<file path="src/design/tournament_branch_predictor_top_assert.svh">
// Assertion macros shared by the tournament branch predictor.
`ifndef TOURNAMENT_BRANCH_PREDICTOR_TOP_ASSERT_SVH
`define TOURNAMENT_BRANCH_PREDICTOR_TOP_ASSERT_SVH

// The condition must never hold at a clock edge outside reset.
`define TBP_ASSERT_NEVER(name, clk, rst, cond, msg) \
  name: assert property (@(posedge clk) disable iff (rst) !(cond)) else $error(msg);

// When the antecedent holds, the consequent must hold in the next cycle.
`define TBP_ASSERT_NEXT(name, clk, rst, ante, cons, msg) \
  name: assert property (@(posedge clk) disable iff (rst) (ante) |=> (cons)) else $error(msg);

`endif

</file>
<file path="src/design/tbp_queue.sv">
module tbp_queue #(
  parameter int WIDTH = 38
) (
  input  logic             clk,
  input  logic             rst,
  input  logic             push,
  input  logic [WIDTH-1:0] push_data,
  input  logic             pop,
  output logic [WIDTH-1:0] pop_data,
  output logic             full,
  output logic             not_empty
);

  // Two-entry circular queue.
  logic [WIDTH-1:0] ent [2];
  logic             wr_ptr;
  logic             rd_ptr;
  logic [1:0]       count;

  assign full      = (count == 2'd2);
  assign not_empty = (count != 2'd0);
  assign pop_data  = ent[rd_ptr];

  always_ff @(posedge clk) begin
    if (push) begin
      ent[wr_ptr] <= push_data;
    end
  end

  always_ff @(posedge clk) begin
    if (rst) begin
      wr_ptr <= 1'b0;
      rd_ptr <= 1'b0;
      count  <= 2'd0;
    end else begin
      if (push) begin
        wr_ptr <= !wr_ptr;
      end
      if (pop) begin
        rd_ptr <= !rd_ptr;
      end
      if (push && !pop) begin
        count <= count + 2'd1;
      end else if (pop && !push) begin
        count <= count - 2'd1;
      end
    end
  end

endmodule

</file>
<file path="config.mk">
export PLATFORM = sky130hd
export DESIGN_NAME = tbp_queue
export DESIGN_NICKNAME = d
export VERILOG_FILES = /design/src/design/tournament_branch_predictor_top_assert.svh /design/src/design/tbp_queue.sv
export SDC_FILE = /design/constraint.sdc
export NUM_CORES = 1
export LEC_CHECK = 0
export BUFFER_PORTS_ARGS = -buffer_cell sky130_fd_sc_hd__buf_4
export CORE_MARGIN = 3
export CORE_UTILIZATION = 40
export CTS_CLUSTER_SIZE = 16
export DETAILED_ROUTE_END_ITERATION = 8
export PLACE_DENSITY = 0.64
export SYNTH_ARGS = -nofsm -noshare
export SYNTH_HDL_FRONTEND = slang
export SYNTH_SLANG_ARGS = --single-unit
export TNS_END_PERCENT = 10
</file>
<file path="constraint.sdc">
create_clock -name clk -period 3.09 [get_ports clk]
set_input_delay 0.1545 -clock clk [delete_from_list [all_inputs] [get_ports clk]]
set_output_delay 0.1545 -clock clk [all_outputs]
set_load 0.02 [all_outputs]
</file>
==> impl_metrics.yaml <==
status:
  outcome: "finished, final reports clean"
hold_path:
  hold_depth: 3
  min_path_type: "input port to register"
sta:
  hold_viol: 0
  worstMarginPinSlew_ns: 0.959
  finClkSkew_ns: 0.00641
  finalWorstPathRequiredPeriod_ns: 2.05
  maxSlewHeadroom_pct: 36.0
  finalCritPeriodShare_pct: 66.4
  fin_setup_tns_ns: 0
  rsz0062_at_grt: "false"
  maxSlewViolCount: 0
  fmax_mhz: 488
  setup_slack_ns: 1.04
  setup_viol: 0
detailed_routing:
  wl_per_cell_um: 14.5
  firstDrtPassIters: 4
  ant_nets: 0
  via_per_inst: 4.53
  wl_um: 5310
  drcViolationCount: 0
  num_vias: 1662
  drt_iter0_drc: 53
worst_setup_path:
  reg2regPathDepth: 1
  cp_data_arrival_time_ns: 1.90
  worstPathRequired_ns: 2.94
  cp_max_fo: 38
  path_class: "register to primary output"
  crit_path_max_incr_delay_ns: 0.93
  start_kind: "register"
  cp_slowest_cell: "dfxtp_2"
  crit_chain: "mux2_2 > buf_4"
  cp-end-kind: "primary output"
synth:
  synth_cells: 140
  ys_seq_area_share_pct: 80.6
  synth_cell_type_count: 18
  ys_seq_elements: 81
  syn_nets: 183
  yosys-top-cells-area: "edfxtp_1 (77%), mux2_2 (14%), dfxtp_1 (3.4%), buf_6 (0.76%), xnor2_1 (0.59%)"
  synth_top_area_cell: "edfxtp_1"
  synth_top_area_share_pct: 77.2
  yosys_warnings: 0
  syn_area_um2: 2960
  avgSynthCellArea_um2: 21.1
die:
  die_w_um: 92.0
  floorplan.initialDensity_pct: 42.3
  core_um2: 6980
  io-pin-count: 82
  num_rows: 30
  fp.dieH_um: 92.0
  die_area_um2: 8460
global_routing:
  first_global_vias: 1764
  antenna_found_initial: 0
  grt.overflow.total: 0
  groute.usage.overall_pct: 13.1
  grt_pass1_wl_um: 8260
  grt_max_degree: 39
cts:
  clockRootBuffer: "clkbuf_8"
  clk_latency_ns: 0.33
  cts_buffer_depth: 2
  cts_tree: "yes"
  cts_resized: 0
  clkTransAtPathRegs_ns: 0.07
  h-tree-depth: 3
  clock_sinks: 81
  cts_made_buffers: 9
layout:
  nets: 311
  insertedDiodeCount: 0
  drive_gt1_share_pct: 50.6
  fin_area_um2: 4230
  syn2layout_area_growth_pct: 43.1
flow_run:
  drv_cap: 0
power_and_ir_drop:
  p_leak_uw: 0.00160
  ir_worst_vdd_mv: 0.309
  power.total_uw: 2390
  powerDensity_nw_per_um2: 565
placed_design:
  place_hpwl_um: 3090
  dpl_worst_slack_ns: 1.36
  place_area_um2: 3670
  io_buffers: 81
  place_congestion: 0.712
## flip-flops by register name, summed over array words and instances, names as in the netlist, named ones only
name / count
ent: 76
count: 2
rd_ptr: 1
wr_ptr: 1
## placed cells by master (no fill, tap or decap), types with 2 or more instances in the layout
| master | count |
|---|---|
| xor2_1 | 2 |
| clkbuf_8 | 9 |
| edfxtp_1 | 76 |
| dlygate4sd3_1 | 39 |
| buf_4 | 82 |
| nor2_1 | 4 |
| mux2_2 | 38 |
| dfxtp_1 | 4 |
| xnor2_1 | 2 |
## metrics by stage
step | cells | util, % | hold WS (ns)
2_1_floorplan | 140 | - | 0.224
3_3_place_gp | 314 | 52.5 | 0.340
3_5_place_dp | 314 | 52.5 | 0.342
4_1_cts | 364 | 60.2 | 0.00222
5_1_grt | 367 | 60.6 | 0.106
6_report | 367 | 60.6 | 0.0879
## power breakdown
| part | switching [uW] | total [uW] | internal [uW] | leakage, uW |
|---|---|---|---|---|
| combinational | 178 | 384 | 206 | 0.000761 |
| clock | 331 | 691 | 360 | 0.0000856 |
| sequential | 35.8 | 1310 | 1280 | 0.000755 |
| total | 545 | 2390 | 1840 | 0.00160 |
## cells in the mapped netlist
library cell  count
nor2_1            4
nor2b_1           1
inv_1             1
xor2_1            2
buf_2             1
buf_4             1
or2_2             1
buf_6             2
and2b_2           1
or3_1             1
xnor2_1           2
and2_1            1
a21oi_1           1
edfxtp_1         76
ha_1              1
o21ai_0           1
dfxtp_1           5
mux2_2           38
## kinds of logic (layout without fill, tap and decap cells)
| group | after synthesis | after routing | synth area share, % |
|---|---|---|---|
| compound gates | 2 | 2 | 0.338 |
| simple gates | 9 | 9 | 1.65 |
| fa+ha+maj | 1 | 1 | 0.423 |
| flops | 81 | 81 | 80.6 |
| mux | 38 | 38 | 14.5 |
| xor+xnor | 4 | 4 | 1.19 |
| buf+inv | 5 | 136 | 1.31 |
## critical path: cells and delay by family, from the launching register on
family   cells  cell delay, ns
mux          1            0.44
flops        1            0.93
buf+inv      1            0.16
## layer usage
metal  up-vias  global-route usage (%)  routed length (um)
li1        794                       -                   -
met1       807                    15.2                2210
met2        53                    21.7                2690
met3         8                    4.43                 335
met4         0                    6.19                  74
met5         -                       0                   0
## path summary, 6_finish.rpt
kind,start,to,slack (ns)
max,register,pop_data[36],1.04
min,pop,register,0.09
max reg2reg,wr_ptr,ent[1][22],1.48
min reg2reg,count[1],count[1],0.49
## final cells by class
type                       instances  area, um2
inverter                           1       3.75
clock inverter                     4       46.3
timing repair buffer             121       1010
sequential                        81       2380
clock buffer                      10        128
tap                               96        120
multi-input combinational         54        543
fill                             565       2750
## what timing repair did
item,4_1_cts,5_1_grt
setup buffers,0,0
endpoints found under the hold margin,71,6
hold buffers,36,3
No activity file was read; power rests on OpenSTA's default activity.
