===== config.mk =====
export PLATFORM = sky130hd
export DESIGN_NAME = tbp_front
export DESIGN_NICKNAME = d
export VERILOG_FILES = /design/src/design/tournament_branch_predictor_top_assert.svh /design/src/design/tbp_pkg.sv /design/src/design/tbp_front.sv
export SDC_FILE = /design/constraint.sdc
export NUM_CORES = 1
export LEC_CHECK = 0
export ABC_AREA = 1
export BUFFER_PORTS_ARGS = -buffer_cell sky130_fd_sc_hd__buf_2
export CAP_MARGIN = 0
export CORE_AREA = 2 2 59 61
export DETAILED_ROUTE_END_ITERATION = 7
export DIE_AREA = 0 0 61 63
export PLACE_DENSITY = 0.75
export SYNTH_ARGS = -nofsm -noshare
export SYNTH_HDL_FRONTEND = slang
export SYNTH_SLANG_ARGS = --single-unit

===== constraint.sdc =====
create_clock -name clk -period 0.8 [get_ports clk]
set_clock_uncertainty 0.1 [all_clocks]
set_input_delay 0.04 -clock clk [delete_from_list [all_inputs] [get_ports clk]]
set_output_delay 0.04 -clock clk [all_outputs]
set_load 0.03 [all_outputs]

===== src/design/tournament_branch_predictor_top_assert.svh =====
// Assertion macros shared by the tournament branch predictor.
`ifndef TOURNAMENT_BRANCH_PREDICTOR_TOP_ASSERT_SVH
`define TOURNAMENT_BRANCH_PREDICTOR_TOP_ASSERT_SVH

// The condition must never hold at a clock edge outside reset.
`define TBP_ASSERT_NEVER(name, clk, rst, cond, msg) \
  name: assert property (@(posedge clk) disable iff (rst) !(cond)) else $error(msg);

// When the antecedent holds, the consequent must hold in the next cycle.
`define TBP_ASSERT_NEXT(name, clk, rst, ante, cons, msg) \
  name: assert property (@(posedge clk) disable iff (rst) (ante) |=> (cons)) else $error(msg);

`endif


===== src/design/tbp_pkg.sv =====
package tbp_pkg;

  localparam logic [1:0] CTR_RESET = 2'd1;
  localparam logic [1:0] CTR_MAX   = 2'd3;
  localparam logic [1:0] CTR_MIN   = 2'd0;

  // Status that the back end reports to the front end.
  typedef struct packed {
    logic clearing;
    logic busy;
  } back_status_t;

  function automatic logic [1:0] ctr_up(input logic [1:0] c);
    return (c == CTR_MAX) ? c : c + 2'd1;
  endfunction

  function automatic logic [1:0] ctr_down(input logic [1:0] c);
    return (c == CTR_MIN) ? c : c - 2'd1;
  endfunction

endpackage


===== src/design/tbp_front.sv =====
module tbp_front #(
  parameter int BIMODAL_INDEX_BITS = 12,
  parameter int GSHARE_INDEX_BITS  = 12,
  parameter int CHOOSER_INDEX_BITS = 12,
  parameter int HISTORY_BITS       = 12
) (
  input  logic                 clk,
  input  logic                 rst,
  input  logic                 in_valid,
  output logic                 in_ready,
  input  logic                 action,
  input  logic [63:0]          pc,
  input  logic                 taken,
  input  tbp_pkg::back_status_t status,
  input  logic                 q_full,
  output logic                 push,
  output logic [2+BIMODAL_INDEX_BITS+GSHARE_INDEX_BITS+CHOOSER_INDEX_BITS-1:0] entry
);

  // The global history lives here, so the gshare index is formed at accept time.
  logic [HISTORY_BITS-1:0] hist;
  logic [HISTORY_BITS:0]   hist_shift;
  logic [63:0]             gmix;

  assign in_ready   = !status.clearing && !q_full;
  assign push       = in_valid && in_ready;
  assign gmix       = pc ^ 64'(hist);
  assign hist_shift = {hist, taken};

  assign entry = {action, taken, pc[BIMODAL_INDEX_BITS-1:0],
                  gmix[GSHARE_INDEX_BITS-1:0], pc[CHOOSER_INDEX_BITS-1:0]};

  always_ff @(posedge clk) begin
    if (rst) begin
      hist <= '0;
    end else if (push && action) begin
      hist <= hist_shift[HISTORY_BITS-1:0];
    end
  end

endmodule


==> results.toml, run 1 <==
[clock_network]
clk_pin_slew_worst_paths_ns = 0.07
cts_root_buffer = "clkbuf_4"
clk_path_buf_depth = 2
clk_latency_ns = 0.27
cts_tree = "built"
cts_max_level = 1
cts.sinks = 12
ctsHoldBuffers = 0
cts-buffers-inserted = 3

[power]
swShare = 0.3975
p_per_area_nw_per_um2 = 1183
p_int_mw = 1.096
p_leak_nw = 0.7480
pwr-share-seq = 0.345
switchingPower_uw = 723.0
vdd_drop_max_uv = 533.4
p_comb_frac = 0.449
clkPwrFrac = 0.206

[die]
die_area_um2 = 3843
start_util = 0.2807
die_h_um = 63
core-area_um2 = 3232
io_pins = 112
die_w_um = 61
rows = 21

[finish]
final_area_um2 = 1538
syn_to_final_growth_pct = 69.52
largestRegisters = "hist: 12 flops"
nets = 247
drive_above_1_share = 0.6532
diodes = 0
final_cells = 219
regMostFlops = "hist"
fin_util = 0.4758
largest_reg_flops = 12

[critical_path]
worst_path_max_delay_cell = "dfxtp_4"
cp_data_arrival_time_ns = 0.95
endpoint_kind = "output pin"
r2r_slack_ns = -0.12
critical_path_class = "flip-flop to output pin"
cp-start-kind = "flip-flop"
required_ns = 0.66
max_stage_delay_ns = 0.38
crit_start = "hist[6]"
reg2reg_depth = 5
crit_buf_inv = 1
r2r-start = "hist[9]"
path_cells = "xor2_4 > buf_6"
r2r-end = "hist[10]"
path_delay_family = "flip-flops"
worst-path-stages = 2
crit_end = "entry[18]"
worstPathMaxFanout = 2

[sta]
slew_viol_final = 0
fin_tns_setup_ns = -4.212
hold_ws_ns = 0.04148
fin_crit_sh = 1.359
tightest_slew_ns = 0.2647
max_freq_mhz = 920.0
layout_min_cycle_time_ns = 1.087
finalWorstSetupSlack_ns = -0.2870
rsz0062_at_grt = "true"
finalHoldViolations = 0
setup_viol = 23
relSlewSlack = 0.8233

[run]
max_cap_viol_count = 0

[synthesis]
yosysSeqAreaShare = 0.2648
synthAdderAreaFrac = 0
synth_top_area_frac = 0.2648
synth_xor_area_frac = 0.1159
synth_top_family_by_area = "buffers and inverters"
syn-cell-area_um2 = 907.1
yosysWarnings = 0
synthMuxAreaShare = 0
yosys.area_share.simple = 0.2634
synth_compound_area_frac = 0
netlist_instances = 132
yosysUniqueCellTypes = 13
synth_edf_count = 0
synthTopCellsByCount = "26 x buf_4, 26 x inv_1, 24 x nand2_1"
syn-num-nets = 204
synth-main-ff-cell = "dfxtp_1"
syn_avg_cell_area_um2 = 6.872
synth-async-reset-ratio = 0
yosysTopAreaCell = "dfxtp_1"
ys_ff_latch = 12
synth_area_leaders = "dfxtp_1 26%, buf_4 22%, xor2_1 12%"

[global_routing]
grt.overflow.total = 0
grt.total_usage = 0.1038
grt_pass1_wl_um = 3077
antenna_found_initial = 0
grtUsageMet3 = 0.02484
grt_max_degree = 14
first_global_vias = 734
grt_most_used_layer = "met2"
globalRouteMet2Util = 0.1559
use_met1 = 0.1345

[place]
place_inst = 209
dpl.hpwl_um = 1443
gp_congestion = 0.7523
placed_cell_area_um2 = 1308
io_buffers = 58

[detailed_routing]
drt_iter0_markers = 11
drt-vias-per-instance = 4.014
dr_total_vias = 879
antenna_left = 0
wire_per_inst_um = 8.913
drt_wl_total_um = 1952
drt_pre_antenna_iters = 4
drc = 0

[hold_path]
whs_path_depth = 5
hold_class = "input pin to flip-flop"

[status]
violations = "setup timing"
status = "finished with violations"
how the worst min path moves through the flow:
stage | from | slack [ns] | end
after floorplan | status[1] | 0.05 | push
after detailed placement | taken | 0.26 | entry[36]
after global routing | taken | 0.05 | hist[0]
after CTS | taken | 0.02 | hist[0]
final | taken | 0.04 | hist[0]
after global placement | taken | 0.25 | entry[36]
placed cells by master, fill, tap and decap left out, types with 2 or more instances in the layout:
| master | netlist | routed |
|---|---|---|
| nand2_1 | 24 | 22 |
| nor2_1 | 12 | 11 |
| inv_4 | 0 | 3 |
| xor2_4 | 0 | 12 |
| buf_2 | 3 | 45 |
| nand2_2 | 0 | 2 |
| buf_6 | 1 | 18 |
| buf_4 | 26 | 5 |
| dfxtp_4 | 0 | 12 |
| clkbuf_4 | 0 | 3 |
| nand4_1 | 12 | 12 |
| inv_2 | 0 | 8 |
| inv_1 | 26 | 15 |
per-layer routing:
layer  share of wire  routed length, µm  up-vias
met5               0                  0        -
met4           0.015                 29        0
met1            0.41                799      400
met3           0.067                131        4
met2            0.51                993       39
li1                -                  -      436
cells by family after synthesis:
group         Yosys count
buf+inv                57
simple gates           51
flops                  12
xor+xnor               12
through the flow:
step	power [mW]	setup WS, ns
detailed placement	1.377	-0.1274
finish	1.819	-0.2870
global placement	1.367	-0.09733
global route	1.928	-0.3238
CTS	1.799	-0.2876
floorplan	1.220	-0.01626
repair_timing:
item,4_1_cts,5_1_grt
pin swaps,1,10
setup endpoints to repair,25,24
buffers inserted,0,7
gates resized for setup,55,13
cloned,0,0
worst register-to-register path: stages, from the launching register on:
cell and delay, ns:
dfxtp_4 0.37, buf_4 0.13, inv_2 0.05, nand4_1 0.08
nand2_1 0.07, nor2_1 0.03
power by group through the flow:
stage                     Combinational (mW)  Clock (mW)  Sequential (mW)
after floorplan                        0.557           0            0.663
after global placement                 0.700           0            0.667
after detailed placement               0.709           0            0.668
after CTS                              0.789       0.379            0.631
after global routing                   0.873       0.422            0.632
final                                  0.816       0.375            0.628
final cells by class:
cell class,count,area (µm²)
clock buffer,3,22.52
fill,305,1694
inverter,26,105.1
multi-input combinational,63,581.8
sequential,12,285.3
tap,46,57.56
timing repair buffer,69,485.5
Power figures use the tool's default switching activity.
==> run 2: changes to the inputs <==
--- a/config.mk
+++ b/config.mk
@@ -8,10 +8,12 @@
 export ABC_AREA = 1
 export BUFFER_PORTS_ARGS = -buffer_cell sky130_fd_sc_hd__buf_2
 export CAP_MARGIN = 0
-export CORE_AREA = 2 2 59 61
+export CELL_PAD_IN_SITES_DETAIL_PLACEMENT = 1
+export CELL_PAD_IN_SITES_GLOBAL_PLACEMENT = 2
+export CORE_AREA = 2 2 90 92
 export DETAILED_ROUTE_END_ITERATION = 7
-export DIE_AREA = 0 0 61 63
-export PLACE_DENSITY = 0.75
+export DIE_AREA = 0 0 92 94
+export PLACE_DENSITY_LB_ADDON = 0.1
 export SYNTH_ARGS = -nofsm -noshare
 export SYNTH_HDL_FRONTEND = slang
 export SYNTH_SLANG_ARGS = --single-unit
==> run 2 against run 1 <==
  * The flow still finishes with violations (setup timing)
  * Clock power grew 81%
  * Combinational power grew 3.2%
  * Utilization shrank 26 points
  * Non-clock buffer count grew 3
  * Routed wire length grew 29%
  * Fmax grew 3.3%
  * Flip-flop and latch count is the same
==> results.toml, run 2 (synthesis results as in run 1) <==
[critical_path]
crit_buf_inv = 1
cp-start-kind = "flip-flop"
worstPathMaxFanout = 2
cp_data_arrival_time_ns = 0.91
critical_path_class = "flip-flop to output pin"
required_ns = 0.66
path_cells = "xor2_4 > buf_6"
max_stage_delay_ns = 0.37
worst_path_max_delay_cell = "dfxtp_4"
path_delay_family = "flip-flops"
endpoint_kind = "output pin"

[finish]
drive_above_1_share = 0.6610
mostFrequentLayoutCells = "45 x buf_2, 22 x nand2_1, 18 x buf_6"
regMostFlops = "hist"
diodes = 0
nets = 250
syn_to_final_growth_pct = 84.41
largest_reg_flops = 12
fin_util = 0.2199
layout_commonest_cell = "buf_2"
final_cells = 279
largestRegisters = "hist: 12 flops"

[status]
status = "finished with violations"
violations = "setup timing"

[sta]
finalHoldViolations = 0
layout_min_cycle_time_ns = 1.052
relSlewSlack = 0.8858
fin_crit_sh = 1.315
finalWorstSetupSlack_ns = -0.2519
max_freq_mhz = 950.6
setup_viol = 22
slew_viol_final = 0
rsz0062_at_grt = "true"
tightest_slew_ns = 0.1713

[clock_network]
clk_pin_slew_worst_paths_ns = 0.06
clk_path_buf_depth = 2
cts_root_buffer = "clkbuf_8"
cts_tree = "built"
clk_latency_ns = 0.24
cts-buffers-inserted = 3
ctsHoldBuffers = 0
cts_max_level = 1
cts.sinks = 12

[place]
place_inst = 268
gp_congestion = 0.6452
dpl.hpwl_um = 2033
io_buffers = 58

[detailed_routing]
dr_total_vias = 874
drc = 0
drt_wl_total_um = 2509
drt_pre_antenna_iters = 2
wire_per_inst_um = 8.993
antenna_left = 0
drt-vias-per-instance = 3.133
drt_iter0_markers = 13

[die]
die_w_um = 92
core-area_um2 = 7607
start_util = 0.1192
io_pins = 112
die_area_um2 = 8648
rows = 32
die_h_um = 94

[power]
p_per_area_nw_per_um2 = 1286
vdd_drop_max_uv = 512.1
p_leak_nw = 0.7801

[global_routing]
grt.overflow.total = 0
grt_max_degree = 13
first_global_vias = 861
grt.total_usage = 0.06011
antenna_found_initial = 0
grt_pass1_wl_um = 4098

[hold_path]
hold_class = "input pin to flip-flop"

[run]
max_cap_viol_count = 0
## run 2: cell count changes in the layout (fill, tap and decap cells not counted), moves of 2 or more
cell | previous run | this run
clkbuf_4 | 3 | 0
buf_4 | 5 | 8
clkbuf_8 | 0 | 4
inv_4 | 3 | 5
## run 2: cell type report
type                            instances  area (µm²)
Multi-Input combinational cell         63       586.8
Tap cell                              102       127.6
Timing Repair Buffer                   72       508.0
Inverter                               26       110.1
Fill cell                             938        5934
Clock buffer                            4       55.05
Sequential cell                        12       285.3
## run 2: path summary, 6_finish.rpt
path,cells after the start,slack [ns],start,endpoint
min,5,0.06,taken,hist[0]
max reg2reg,5,-0.11,hist[2],hist[3]
min reg2reg,4,0.46,hist[11],hist[11]
max,2,-0.25,hist[10],entry[22]
## run 2: report_power, final
part           internal (mW)  switching [mW]  leakage (nW)
Sequential             0.595          0.0354         0.107
Combinational          0.340           0.502         0.645
Clock                  0.435           0.244        0.0288
Total                   1.37           0.781         0.780
## run 2: what timing repair did
action	CTS	global route
buffers inserted	0	7
resized for setup	55	16
pin swaps	9	17
setup endpoints to repair	25	25
## run 2: metal layers
metal  GRT usage  share of wire
met1     0.07606           0.45
met2      0.1005           0.49
met3     0.01525          0.055
met4     0.01866         0.0052
met5           0              0
## run 2: tightest hold or removal path, delay by kind of cell
| family | cells | cell delay [ns] |
|---|---|---|
| buffers and inverters | 2 | 0.13 |
| AND/OR/NAND/NOR | 3 | 0.19 |
## run 2: per-stage QoR
stage	worst slack, ns	hold WS, ns	setup TNS (ns)	power [mW]	instance area, µm²
2_1_floorplan	-0.01626	0.04797	-0.09317	1.220	1145
3_3_place_gp	-0.1883	0.2522	-2.969	1.402	1400
3_5_place_dp	-0.2121	0.2597	-3.286	1.405	1400
4_1_cts	-0.2703	0.04754	-3.265	2.166	1573
5_1_grt	-0.2935	0.08625	-4.675	2.303	1673
6_report	-0.2519	0.05576	-3.620	2.151	1673
==> run 3: changes to the inputs <==
--- a/config.mk
+++ b/config.mk
@@ -10,9 +10,9 @@
 export CAP_MARGIN = 0
 export CELL_PAD_IN_SITES_DETAIL_PLACEMENT = 1
 export CELL_PAD_IN_SITES_GLOBAL_PLACEMENT = 2
-export CORE_AREA = 2 2 90 92
+export CORE_AREA = 4 4 92 94
 export DETAILED_ROUTE_END_ITERATION = 7
-export DIE_AREA = 0 0 92 94
+export DIE_AREA = 0 0 96 98
 export PLACE_DENSITY_LB_ADDON = 0.1
 export SYNTH_ARGS = -nofsm -noshare
 export SYNTH_HDL_FRONTEND = slang
==> run 3 against run 2 <==
  * The flow still finishes with violations (setup timing)
  * Clock-buffer cell count unchanged
  * Combinational power barely moved
  * Critical path type unchanged
  * Sequential power is essentially flat
  * Non-clock buffer count shrank 4
  * Critical path depth stayed put
==> results.toml, run 3 (synthesis results as in run 1) <==
[finish]
mostFrequentLayoutCells = "42 x buf_2, 22 x nand2_1, 19 x buf_6"
drive_above_1_share = 0.6647
nets = 246
final_area_um2 = 1657
syn_to_final_growth_pct = 82.62
layout_commonest_cell = "buf_2"
regMostFlops = "hist"
fin_util = 0.2166
diodes = 0
largestRegisters = "hist: 12 flops"
largest_reg_flops = 12

[power]
switchingPower_uw = 789.1
p_comb_frac = 0.389
p_total_mw = 2.158
p_int_mw = 1.369
p_per_area_nw_per_um2 = 1303
clkPwrFrac = 0.318
vdd_drop_max_uv = 413.0
p_leak_nw = 0.7636
pwr-share-seq = 0.292
swShare = 0.3656

[detailed_routing]
antenna_left = 0
drt_wl_total_um = 2688
wire_per_inst_um = 9.775
drc = 0
dr_total_vias = 886
drt-vias-per-instance = 3.222
drt_pre_antenna_iters = 2
drt_iter0_markers = 18

[global_routing]
grt_max_degree = 14
grt.overflow.total = 0
antenna_found_initial = 0
grt_pass1_wl_um = 4581
grt.total_usage = 0.06179
first_global_vias = 902

[clock_network]
clk_pin_slew_worst_paths_ns = 0.06
clk_latency_ns = 0.24
ctsHoldBuffers = 0
cts_tree = "built"
cts_root_buffer = "clkbuf_8"
clk_path_buf_depth = 2
cts.sinks = 12
cts-buffers-inserted = 3
cts_max_level = 1

[die]
rows = 32
die_h_um = 98
core-area_um2 = 7647
start_util = 0.1186
die_area_um2 = 9408
die_w_um = 96
io_pins = 112

[place]
placed_cell_area_um2 = 1413
io_buffers = 58
dpl.hpwl_um = 2144
gp_congestion = 0.6806

[critical_path]
r2r-end = "hist[4]"
r2r_slack_ns = -0.13
crit_start = "hist[5]"
worstPathMaxFanout = 2
cp-start-kind = "flip-flop"
r2r-start = "hist[3]"
required_ns = 0.66
cp_data_arrival_time_ns = 0.92
crit_end = "entry[17]"
critical_path_class = "flip-flop to output pin"
endpoint_kind = "output pin"
reg2reg_depth = 5

[status]
violations = "setup timing"
status = "finished with violations"

[sta]
slew_viol_final = 0
fin_tns_setup_ns = -3.402
layout_min_cycle_time_ns = 1.055
tightest_slew_ns = 0.1628
max_freq_mhz = 947.5
setup_viol = 21
fin_crit_sh = 1.319
rsz0062_at_grt = "true"
relSlewSlack = 0.8922
finalWorstSetupSlack_ns = -0.2554
finalHoldViolations = 0

[run]
max_cap_viol_count = 0

[hold_path]
hold_class = "input pin to flip-flop"
run 3: timing repair:
action / in CTS / in global routing
endpoints found under the setup margin: 25 / 24
gates resized for setup: 58 / 15
setup buffers: 0 / 3
cloned: 0 / 0
pin swaps: 2 / 11
run 3: worst min-delay path by stage:
stage / startpoint / to / slack (ns) / cells past startpoint
final: taken / hist[0] / 0.04 / 5
after global routing: taken / hist[0] / 0.07 / 5
after CTS: taken / hist[0] / 0.04 / 5
after detailed placement: taken / entry[36] / 0.26 / 2
after global placement: taken / entry[36] / 0.25 / 2
after floorplan: status[1] / push / 0.05 / 1
run 3: final cells by class:
cell class                      count  area (µm²)
Multi-Input combinational cell     63       584.3
Clock buffer                        4       55.05
Sequential cell                    12       285.3
Inverter                           26       102.6
Fill cell                         899        5991
Tap cell                          102       127.6
Timing Repair Buffer               68       501.7
run 3: worst max-delay path: stages (launching register included):
cell	delay [ns]
dfxtp_4	0.38
xor2_4	0.15
buf_6	0.14
run 3: through the flow:
stage	instances	setup slack (ns)	hold WS [ns]
floorplan	132	-0.01626	0.04797
global placement	268	-0.1468	0.2535
detailed placement	268	-0.1304	0.2566
CTS	272	-0.2873	0.03954
global route	275	-0.2965	0.07484
finish	275	-0.2554	0.03769
run 3: layer usage:
metal | global-route usage | vias up | wire [µm]
li1 | - | 445 | -
met1 | 0.08201 | 411 | 1182
met2 | 0.09665 | 28 | 1309
met3 | 0.01618 | 2 | 185
met4 | 0.01969 | 0 | 11
met5 | 0 | - | 0
run 3: power by group through the flow:
stage	registers, mW	clock network [mW]	logic (mW)
finish	0.631	0.687	0.840
floorplan	0.663	0	0.557
detailed placement	0.668	0	0.745
global placement	0.667	0	0.742
CTS	0.632	0.744	0.827
global route	0.633	0.765	0.908
